**config.mk**
```make
export PLATFORM = sky130hd
export DESIGN_NAME = lsc_ctrl
export DESIGN_NICKNAME = d
export VERILOG_FILES = /design/src/hdl/lsc_pkg.sv /design/src/hdl/lsc_ctrl.sv
export SDC_FILE = /design/constraint.sdc
export NUM_CORES = 1
export LEC_CHECK = 0
export ABC_AREA = 1
export BUFFER_PORTS_ARGS = -buffer_cell sky130_fd_sc_hd__buf_2
export CAP_MARGIN = 10
export CORE_AREA = 2 2 39 41
export DETAILED_ROUTE_END_ITERATION = 16
export DIE_AREA = 0 0 41 43
export GPL_TIMING_DRIVEN = 1
export PLACE_DENSITY = 0.33
export SLEW_MARGIN = 15
export SYNTH_ARGS = -nofsm -noshare
export SYNTH_HDL_FRONTEND = slang
export SYNTH_SLANG_ARGS = --single-unit
```
**constraint.sdc**
```tcl
create_clock -name clk_i -period 1.4 [get_ports clk_i]
set_input_delay 0.28 -clock clk_i [delete_from_list [all_inputs] [get_ports clk_i]]
set_output_delay 0.28 -clock clk_i [all_outputs]
set_load 0.005 [all_outputs]
```
**src/hdl/lsc_pkg.sv**
```systemverilog
// Shared types, codes and constants of the layered sprite compositor.
package lsc_pkg;

  localparam int BoardRowsDef = 64;
  localparam int BoardColsDef = 64;
  localparam int NameCharsDef = 8;

  localparam logic [7:0] EmptyChar = 8'd46;

  typedef enum logic [1:0] {
    KIND_CLEAR = 2'd0,
    KIND_WRITE = 2'd1,
    KIND_READ  = 2'd2
  } kind_e;

  typedef enum logic [1:0] {
    ST_INIT,
    ST_IDLE,
    ST_CLEAR,
    ST_RESP
  } state_e;

  typedef struct packed {
    logic [1:0]         kind;
    logic signed [15:0] layer_depth;
    logic [63:0]        layer_key;
    logic [5:0]         origin_row;
    logic [5:0]         origin_col;
    logic [5:0]         local_row;
    logic [5:0]         local_col;
    logic [7:0]         pixel_char;
  } in_item_t;

  typedef struct packed {
    logic [7:0] board_char;
    logic [6:0] rows_used;
    logic [6:0] cols_used;
    logic       off_board;
  } out_item_t;

  typedef struct packed {
    logic load;
    logic sweep;
    logic fire;
  } ctrl_cmd_t;

  typedef struct packed {
    logic sweep_last;
    logic out_busy;
  } dp_status_t;

endpackage

```
**src/hdl/lsc_ctrl.sv**
```systemverilog
// Controller state machine: init sweep, item load, clear sweep, response.
module lsc_ctrl (
  input  logic                clk_i,
  input  logic                rst_ni,
  input  logic                in_valid_i,
  input  logic [1:0]          in_kind_i,
  input  lsc_pkg::dp_status_t status_i,
  output logic                in_stall_o,
  output lsc_pkg::ctrl_cmd_t  cmd_o
);
  import lsc_pkg::*;

  state_e state_q, state_d;

  always_comb begin
    state_d = state_q;
    case (state_q)
      ST_INIT: begin
        if (status_i.sweep_last) state_d = ST_IDLE;
      end
      ST_IDLE: begin
        if (in_valid_i) begin
          state_d = (in_kind_i == KIND_CLEAR) ? ST_CLEAR : ST_RESP;
        end
      end
      ST_CLEAR: begin
        if (status_i.sweep_last) state_d = ST_RESP;
      end
      ST_RESP: begin
        if (!status_i.out_busy) state_d = ST_IDLE;
      end
      default: state_d = ST_INIT;
    endcase
  end

  always_comb begin
    in_stall_o  = (state_q != ST_IDLE);
    cmd_o.load  = (state_q == ST_IDLE) && in_valid_i;
    cmd_o.sweep = (state_q == ST_INIT) || (state_q == ST_CLEAR);
    cmd_o.fire  = (state_q == ST_RESP) && !status_i.out_busy;
  end

  always_ff @(posedge clk_i or negedge rst_ni) begin
    if (!rst_ni) begin
      state_q <= ST_INIT;
    end else begin
      state_q <= state_d;
    end
  end

endmodule
```
* Word-level counts from Yosys, hierarchy flattened
Index checks and enable logic that the tools add are counted.
Cells by class: add/sub/neg operators 0, $mul 0, divide/modulo/power cells 0, $lt $le $gt $ge 0, eq/ne operators 8, shift operators 0, multiplexer cells 6, bitwise logic cells 0, reductions and logical operators 7
Operators by type and width (count):
- $mux W2 | 4
- $ne A2 B2 Y1 const B | 4
- $pmux W2 S4 | 1
- $eq A2 B2 Y1 const B | 2
- $logic_not A2 Y1 | 2
- $reduce_and A4 Y1 | 1
- $eq A2 B1 Y1 const B | 1
- $logic_and A1 B1 Y1 | 2
- $ne A2 B1 Y1 const B | 1
- $logic_not A1 Y1 | 1
- $logic_or A1 B1 Y1 | 1
- $mux W1 | 1
Word-level totals: bits in registers 2, bits in latches 0, bits in writable memories 0, bits in read-only memories 0, input port bits 7, output and inout bits 4, logic and storage cells 22, memories kept 0

* Depth between registers and ports, before layout
Gate-level depths: netlist of run 1.
word-level depth 4, gate-level depth with buffers 8, depth with buffers taken out 8

* Worst setup path after synthesis of run 1
OpenSTA, ideal clock, no wires.
kind register to register, start point reg state_q[0], end point reg state_q[0], setup time 0.116 ns, data arrival time 1.003 ns, data required time 1.284 ns, path slack 0.281 ns, cell stages (with the launch flop) 9, buffers on the path 0, clock period less this slack 1.119 ns, path through dfrtp_1 inv_1 ha_1 nor2_2 inv_2 nand2_2 nand2_2 nand2_1 nand2_1
Between the ends: longest elaborated chain between the ends 3, elaborated cells on any way between the ends 10, classes of those cells eq/ne: 7; mux: 1; reduce/logical: 2
RTL lines:
- start, declared | RTL line lsc_ctrl.sv:13 | state_e state_q, state_d;
- start signal, assigned | RTL line lsc_ctrl.sv:47 | state_q <= state_d;
- $eq A2 B2 Y1, or another cell as far along | RTL line lsc_ctrl.sv:17 | case (state_q)
- $ne A2 B2 Y1 (no source line)
- $reduce_and A4 Y1 (no source line)
Parallel ways exist; a longest one is shown, timed or not. A chain may end at the register's enable or synchronous reset.

==> run metrics, run 1 <==
hold crit path type=input pin to asynchronous set/reset pin; Startpoint Class=flip-flop; latest clock arrival within the worst-skew pair=~0.22 ns; endpoint class of the critical path=primary output; Total Negative Setup Slacks=-0.0277 ns; Post-Syn Instances=34; area growth from synthesis to layout=85.2%; number of remaining DRC errors=0; number of failing hold endpoints at the final stage=0; CTS H-Tree Depth=1; final clock period utilization by the worst path=1.01; share of total power consumed by net switching=0.419; Least-Margin Pin Slew=roughly 0.19 ns; Tot GR Track Use=0.0633; highest clock rate=704 MHz; number of nets in the layout=66; TritonCTS buffer count=3; Power per Cell Area=around 2200 nW/um^2; number of maximum-capacitance violations=0; leading cell type in the layout, fill and taps excluded=sky130_fd_sc_hd__buf_2; failing checks=negative setup slack; worst-path maximum fanout=4; Root Buffer Master=sky130_fd_sc_hd__clkbuf_4; number of sinks driven by the clock tree=2; die outline width=41 um; count of TritonRoute iterations in the first routing pass=1; Setup Skew=about 0.000015 ns; worst slew slack as a fraction of its limit=0.874; final routed wire length divided by cell count=roughly 7 um; unrepaired setup endpoints after global routing=yes; Via-to-Cell Ratio=3.58; CTS tree=yes; required time of the worst setup path=between 1 and 1.5 ns; share of layout cells above drive strength 1=0.604; arrival time of the worst setup path=~1.1 ns; Largest Register=state_q; sequential share of the synthesized area=0.227; commonest cells after routing, fill and taps aside=10 x sky130_fd_sc_hd__buf_2, 9 x sky130_fd_sc_hd__nand2_1, 7 x sky130_fd_sc_hd__inv_1, 5 x sky130_fd_sc_hd__buf_4; number of ports placed on the die boundary=11; Site Rows=14; cells on worst reg2reg path=9; post-synthesis cell area=between 200 and 250 sq um; count of filler cells inserted in the layout=around 160; Via Count=247; initial drt markers=0; Final min period=roughly 1.4 ns; outcome=finished, violations left; top flop regs=state_q (2); average footprint of a synthesized cell=6.48 sq um; Largest register FFs=2; DPL Wire Length=about 360 um; endpoints failing setup=2; clock group share of total power=0.139; leakage=0.000225 uW; Logic pwr share=0.699; number of antenna violations at the first check in global routing=0; remaining global-route overflow=0; maximum clock insertion buffer count=2; WL final=about 490 um; overall die height=approximately 43 um; max-slew violation count=0; worst hold-check slack=0.381 ns; Core ar.=1380 sq um; CTS clock-pin slew for the worst setup and hold paths=0.03 ns; initial cell density of the core=0.159; count of synthesis-stage warnings from yosys=0; # diodes=0; number of antenna-violating nets in the routed design=0; post-synthesis sequential element count=2; wire length of the first global-routing pass=just over 700 um; Yosys cell types=10; worst setup timing slack at the placement stage=about 0.14 ns; slack of the critical path=-0.0204 ns; net load switching power=around 380 uW; critical path start-end classification=flip-flop to primary output; design internal power=~530 uW; largest net degree at the start of global routing=5; vias in the first global route=217; maximum vdd drop=804 uV; die area=1760 sq um; count of input and output buffers=10; sequential share of power=0.162; total power consumption of the routed design=913 uW; Net Count, Synth=45; gpl congestion=around 0.65
==> power by group through the flow <==
stage	Combinational (uW)	Sequential, uW	Clock (uW)
after global placement	435	126	0
after global routing	736	153	140
after floorplan	311	117	0
final	638	148	126
after CTS	585	128	137
after detailed placement	420	126	0
==> logic make-up after synthesis <==
family	after synthesis	synth area share
buf+inv	10	0.170
fa+ha+maj	4	0.227
compound gates	1	0.0227
simple gates	17	0.352
flops	2	0.227
==> path summary, 6_finish.rpt <==
check	startpoint	slack (ns)	end
worst max-delay path	state_q[0]$_DFFE_PN0P_	-0.02	cmd_o[0]
worst max register to register	state_q[0]$_DFFE_PN0P_	0.03	state_q[0]$_DFFE_PN0P_
worst min-delay path	rst_ni	0.38	state_q[1]$_DFFE_PN0P_
min in group clk_i	in_kind_i[0]	0.42	state_q[0]$_DFFE_PN0P_
worst min register to register	state_q[1]$_DFFE_PN0P_	0.55	state_q[1]$_DFFE_PN0P_
max in group asynchronous	rst_ni	0.91	state_q[0]$_DFFE_PN0P_
==> stage by stage <==
step / instances / util / cell area [sq um]
after floorplan: 34 / - / 220
after global placement: 60 / 0.210 / 290
after detailed placement: 60 / 0.210 / 290
after CTS: 69 / 0.273 / 378
after global routing: 69 / 0.295 / 408
final: 69 / 0.295 / 408
==> cell type report <==
cell class	count	area (sq um)	share of cell area
multi-input combinational	22	178	0.436
timing repair buffer	16	97.6	0.239
clock buffer	3	22.5	0.0552
inverter	10	37.5	0.0920
tap	16	20.0	0.0491
sequential	2	52.6	0.129
==> timing repair <==
action                                  in CTS  in global routing
pin swaps                                    1                  1
endpoints found under the hold margin        2                  0
endpoints found under the setup margin       2                  4
hold buffers                                 1                  0
buffers inserted                             5                  0
gates resized for setup                      6                  6
==> cells in the mapped netlist <==
library cell              number  area, sq um
sky130_fd_sc_hd__nor2_2        2         12.5
sky130_fd_sc_hd__o21ai_0       1         5.00
sky130_fd_sc_hd__nor2_1        2         7.51
sky130_fd_sc_hd__nand2_2       3         18.8
sky130_fd_sc_hd__nand2_1       9         33.8
sky130_fd_sc_hd__dfrtp_1       2         50.1
sky130_fd_sc_hd__inv_1         9         33.8
sky130_fd_sc_hd__ha_1          4         50.1
sky130_fd_sc_hd__inv_2         1         3.75
sky130_fd_sc_hd__nand3_1       1         5.00
==> critical path, stage by stage (launching register included) <==
cell and delay (ns):
sky130_fd_sc_hd__dfrtp_2 0.43, sky130_fd_sc_hd__buf_4 0.15, sky130_fd_sc_hd__ha_4 0.15, sky130_fd_sc_hd__inv_1 0.04, sky130_fd_sc_hd__nor2_1 0.03, sky130_fd_sc_hd__buf_2 0.11
==> layer usage <==
metal / GRT usage / wire length, um / share of wire
met1: 0.0547 / 183 / 0.37
met2: 0.106 / 275 / 0.56
met4: 0.0600 / 0 / 0
met5: 0 / 0 / 0
met3: 0.0157 / 33 / 0.067
No activity file was read; power rests on OpenSTA's default activity.
==> run 2: changes to the inputs <==
==> constraint.sdc (replaced) <==
create_clock -name clk_i -period 1.4 [get_ports clk_i]
set_input_delay 0.28 -clock clk_i [delete_from_list [all_inputs] [get_ports clk_i]]
set_output_delay 0.28 -clock clk_i [all_outputs]
set_load 0.1 [all_outputs]
==> run 2 against run 1 <==
  * The flow still finishes with violations (negative setup slack)
  * Global-route usage up 2.5 points
  * Critical endpoint is now cmd_o[1]
  * Non-clock buffer count down 2
  * Critical path type unchanged
  * Clock skew is essentially flat
  * Die area did not move
==> run metrics, run 2 (same netlist as run 1, synthesis figures left out) <==
outcome=finished, violations left; failing checks=negative setup slack; Via Count=about 240; Site Rows=14; number of antenna-violating nets in the routed design=0; max-slew violation count=0; arrival time of the worst setup path=about 1.2 ns; Via-to-Cell Ratio=~3.6; initial cell density of the core=0.159; number of ports placed on the die boundary=11; area growth from synthesis to layout=113%; number of antenna violations at the first check in global routing=0; unrepaired setup endpoints after global routing=yes; DPL Wire Length=roughly 390 um; Setup Skew=~0.00006 ns; endpoint class of the critical path=primary output; CTS tree=yes; # diodes=0; count of input and output buffers=10; die outline width=between 40 and 50 um; number of remaining DRC errors=0; reg2reg setup slack=between 0.1 and 0.15 ns; Root Buffer Master=sky130_fd_sc_hd__clkbuf_4; largest net degree at the start of global routing=5; Tot GR Track Use=0.0884; leading cell type in the layout, fill and taps excluded=sky130_fd_sc_hd__nand2_1; endpoints failing setup=4; vias in the first global route=between 200 and 300; required time of the worst setup path=1.12 ns; final routed wire length divided by cell count=approximately 7.6 um; WL final=about 500 um; highest clock rate=roughly 670 MHz; Largest register FFs=2; number of failing hold endpoints at the final stage=0; initial drt markers=3; hold crit path type=input pin to asynchronous set/reset pin; worst-path maximum fanout=3; share of layout cells above drive strength 1=0.686; latest clock arrival within the worst-skew pair=~0.22 ns; number of nets in the layout=between 60 and 70; worst setup timing slack at the placement stage=0.0510 ns; remaining global-route overflow=0; CTS clock-pin slew for the worst setup and hold paths=roughly 0.030 ns; beginning of the critical path=state_q[0]$_DFFE_PN0P_; top flop regs=state_q (2); slack of the critical path=-0.0880 ns; Final min period=approximately 1.5 ns; TritonCTS buffer count=3; worst hold-check slack=about 0.37 ns; count of TritonRoute iterations in the first routing pass=4; Core ar.=~1400 sq um; Total Negative Setup Slacks=-0.242 ns; cells on worst reg2reg path=9; CTS H-Tree Depth=1; maximum clock insertion buffer count=2; end-of-flow core utilization=0.339; worst slew slack as a fraction of its limit=0.881; commonest cells after routing, fill and taps aside=8 x sky130_fd_sc_hd__nand2_1, 6 x sky130_fd_sc_hd__buf_2, 4 x sky130_fd_sc_hd__inv_2, 4 x sky130_fd_sc_hd__inv_1, 4 x sky130_fd_sc_hd__buf_12; number of sinks driven by the clock tree=2; Largest Register=state_q; Least-Margin Pin Slew=0.177 ns; Critical R2R Launch=state_q[0]$_DFFE_PN0P_; final clock period utilization by the worst path=1.06; overall die height=43 um; gpl congestion=0.643; end of the worst register-to-register path=state_q[0]$_DFFE_PN0P_; number of maximum-capacitance violations=0; wire length of the first global-routing pass=roughly 980 um; die area=1760 sq um; critical path start-end classification=flip-flop to primary output; Startpoint Class=flip-flop
==> run 2: how the worst max path moves through the flow <==
stage | slack (ns) | end
3_3_place_gp | 0.05 | cmd_o[2]
2_1_floorplan | -0.01 | cmd_o[2]
6_report | -0.09 | cmd_o[1]
5_1_grt | -0.14 | cmd_o[1]
3_5_place_dp | 0.05 | cmd_o[2]
4_1_cts | -0.11 | cmd_o[1]
==> run 2: final cells by class <==
| cell class | count | area (sq um) |
|---|---|---|
| Sequential cell | 2 | 52.6 |
| Multi-Input combinational cell | 22 | 183 |
| Fill cell | 151 | 915 |
| Timing Repair Buffer | 14 | 146 |
| Clock buffer | 3 | 22.5 |
| Tap cell | 16 | 20.0 |
| Inverter | 10 | 45.0 |
==> run 2: stage by stage <==
stage	cell area [sq um]	instances
6_report	469	67
5_1_grt	469	67
4_1_cts	457	66
3_5_place_dp	375	61
3_3_place_gp	375	61
2_1_floorplan	238	34
==> run 2: routing by layer <==
layer / global-route usage / wire length, um
met1: 0.0965 / 212
met2: 0.116 / 280
met3: 0.0471 / 15
met4: 0.0800 / 0
met5: 0 / 0
==> run 2: critical path, cell delays in order, from the launching register on <==
cell and delay (ns):
sky130_fd_sc_hd__dfrtp_2 0.43, sky130_fd_sc_hd__inv_2 0.08, sky130_fd_sc_hd__ha_2 0.20, sky130_fd_sc_hd__nor2_4 0.04, sky130_fd_sc_hd__inv_2 0.07, sky130_fd_sc_hd__buf_12 0.17
==> run 2: timing repair <==
item | 4_1_cts | 5_1_grt
hold endpoints to repair | 2 | 0
setup buffers | 1 | 1
pin swaps | 2 | 2
endpoints found under the setup margin | 4 | 4
resized for setup | 13 | 1
hold buffers | 1 | 0
Power of run 2 is not shown: default switching activity piles up to over one toggle a cycle in this logic, so the estimate is an artifact.
==> run 3: changes to the inputs <==
==> constraint.sdc (replaced) <==
create_clock -name clk_i -period 1.66 [get_ports clk_i]
set_input_delay 0.332 -clock clk_i [delete_from_list [all_inputs] [get_ports clk_i]]
set_output_delay 0.332 -clock clk_i [all_outputs]
set_load 0.1 [all_outputs]
==> run 3 against run 2 <==
  * Final cell count shrank 3.0%
  * Register-to-register slack gained 0.33 ns
  * Worst hold slack gained 0.050 ns
  * First-iteration DRC count shrank 67%
  * Clock skew grew 0.0010 ns
  * Sequential cell count is the same
  * Highest routed layer unchanged
  * Core utilization shrank 5.2 points
  * Die area is the same
  * Critical endpoint unchanged
  * The flow now finishes without violations
  * Routed wire length shrank 12%
  * Via count shrank 7.9%
==> run metrics, run 3 (same netlist as run 1, synthesis figures left out) <==
outcome=finished clean; fin area=a little under 400 sq um; required time of the worst setup path=roughly 1.3 ns; maximum clock insertion buffer count=2; gpl congestion=0.763; end of the worst register-to-register path=state_q[0]$_DFFE_PN0P_; Tot GR Track Use=0.0643; cells on worst reg2reg path=8; count of TritonRoute iterations in the first routing pass=3; worst slew slack as a fraction of its limit=0.893; count of input and output buffers=10; Core ar.=1380 sq um; wire length of the first global-routing pass=676 um; vias in the first global route=187; endpoint class of the critical path=primary output; CTS resizes=0; DPL Wire Length=376 um; Crit path largest cell delay=approximately 0.39 ns; CTS tree=yes; latest clock arrival within the worst-skew pair=around 0.22 ns; overall die height=43 um; Critical R2R Launch=state_q[0]$_DFFE_PN0P_; Root Buffer Master=sky130_fd_sc_hd__clkbuf_4; worst-path maximum fanout=4; Final min period=1.60 ns; initial drt markers=1; CTS H-Tree Depth=1; Setup Skew=roughly 0.0011 ns; max-slew violation count=0; CP delay by family, top=flip-flops; reg2reg setup slack=about 0.45 ns; number of failing hold endpoints at the final stage=0; Via Count=around 220; Worst path slowest cell=sky130_fd_sc_hd__dfrtp_1; # diodes=0; arrival time of the worst setup path=about 1.3 ns; share of layout cells above drive strength 1=0.429; Least-Margin Pin Slew=between 0.15 and 0.2 ns; number of remaining DRC errors=0; number of antenna-violating nets in the routed design=0; number of sinks driven by the clock tree=2; number of ports placed on the die boundary=11; TritonCTS buffer count=3; unrepaired setup endpoints after global routing=yes; cells along the critical path=inv_1 > ha_1 > nor2_2 > inv_2 > buf_12; final clock period utilization by the worst path=0.966; number of antenna violations at the first check in global routing=0; CTS clock-pin slew for the worst setup and hold paths=0.03 ns; Startpoint Class=flip-flop; highest clock rate=roughly 620 MHz; crit path to=cmd_o[1]; initial cell density of the core=0.159; endpoints failing setup=0; cell count along the critical path=5; top flop regs=state_q (2); critical path start-end classification=flip-flop to primary output; commonest cells after routing, fill and taps aside=9 x sky130_fd_sc_hd__inv_1, 9 x sky130_fd_sc_hd__nand2_1, 6 x sky130_fd_sc_hd__buf_2, 4 x sky130_fd_sc_hd__ha_1, 4 x sky130_fd_sc_hd__buf_12; die area=~1800 sq um; largest net degree at the start of global routing=5; Site Rows=14; instance area after placement=approximately 360 sq um; WL final=~450 um; die outline width=41 um; final routed wire length divided by cell count=between 6 and 7 um; Via-to-Cell Ratio=3.43; number of maximum-capacitance violations=0; number of nets in the layout=62; Largest Register=state_q; beginning of the critical path=state_q[0]$_DFFE_PN0P_; Largest register FFs=2; remaining global-route overflow=0; number of buffer and inverter stages on the critical path=3; area growth from synthesis to layout=80.7%; hold crit path type=input pin to asynchronous set/reset pin
## run 3: how the worst min path moves through the flow
stage,startpoint,end,slack [ns],depth (start not counted)
6_report,rst_ni,state_q[1]$_DFFE_PN0P_,0.42,2
3_5_place_dp,rst_ni,state_q[1]$_DFFE_PN0P_,0.12,1
5_1_grt,rst_ni,state_q[1]$_DFFE_PN0P_,0.43,2
3_3_place_gp,rst_ni,state_q[1]$_DFFE_PN0P_,0.12,1
2_1_floorplan,rst_ni,state_q[0]$_DFFE_PN0P_,0.04,0
4_1_cts,rst_ni,state_q[1]$_DFFE_PN0P_,0.41,2
## run 3: final cells by class
type	count	area (sq um)
clock buffer	3	22.5
timing repair buffer	12	128
tap	16	20.0
multi-input combinational	22	140
sequential	2	50.0
fill	146	986
inverter	10	37.5
## run 3: metrics by stage
stage,hold slack (ns),utilization,setup slack [ns],setup TNS (ns),instances
2_1_floorplan,0.0364,-,0.0459,0,34
3_3_place_gp,0.119,0.259,0.248,0,60
3_5_place_dp,0.119,0.259,0.254,0,60
4_1_cts,0.409,0.282,0.0111,0,64
5_1_grt,0.426,0.288,-0.00490,-0.00836,65
6_report,0.422,0.288,0.0564,0,65
## run 3: timing repair
action                     4_1_cts  5_1_grt
setup buffers                    0        1
hold endpoints to repair         2        0
hold buffers                     1        0
setup endpoints to repair        0        2
## run 3: layer usage
metal,wire length (um),up-vias,share of wire,global-route usage
li1,-,126,-,-
met1,201,88,0.45,0.0707
met2,201,9,0.45,0.0750
met3,46,0,0.10,0.0314
met4,0,0,0,0.0800
met5,0,-,0,0
Power of run 3 is left out for the same reason.
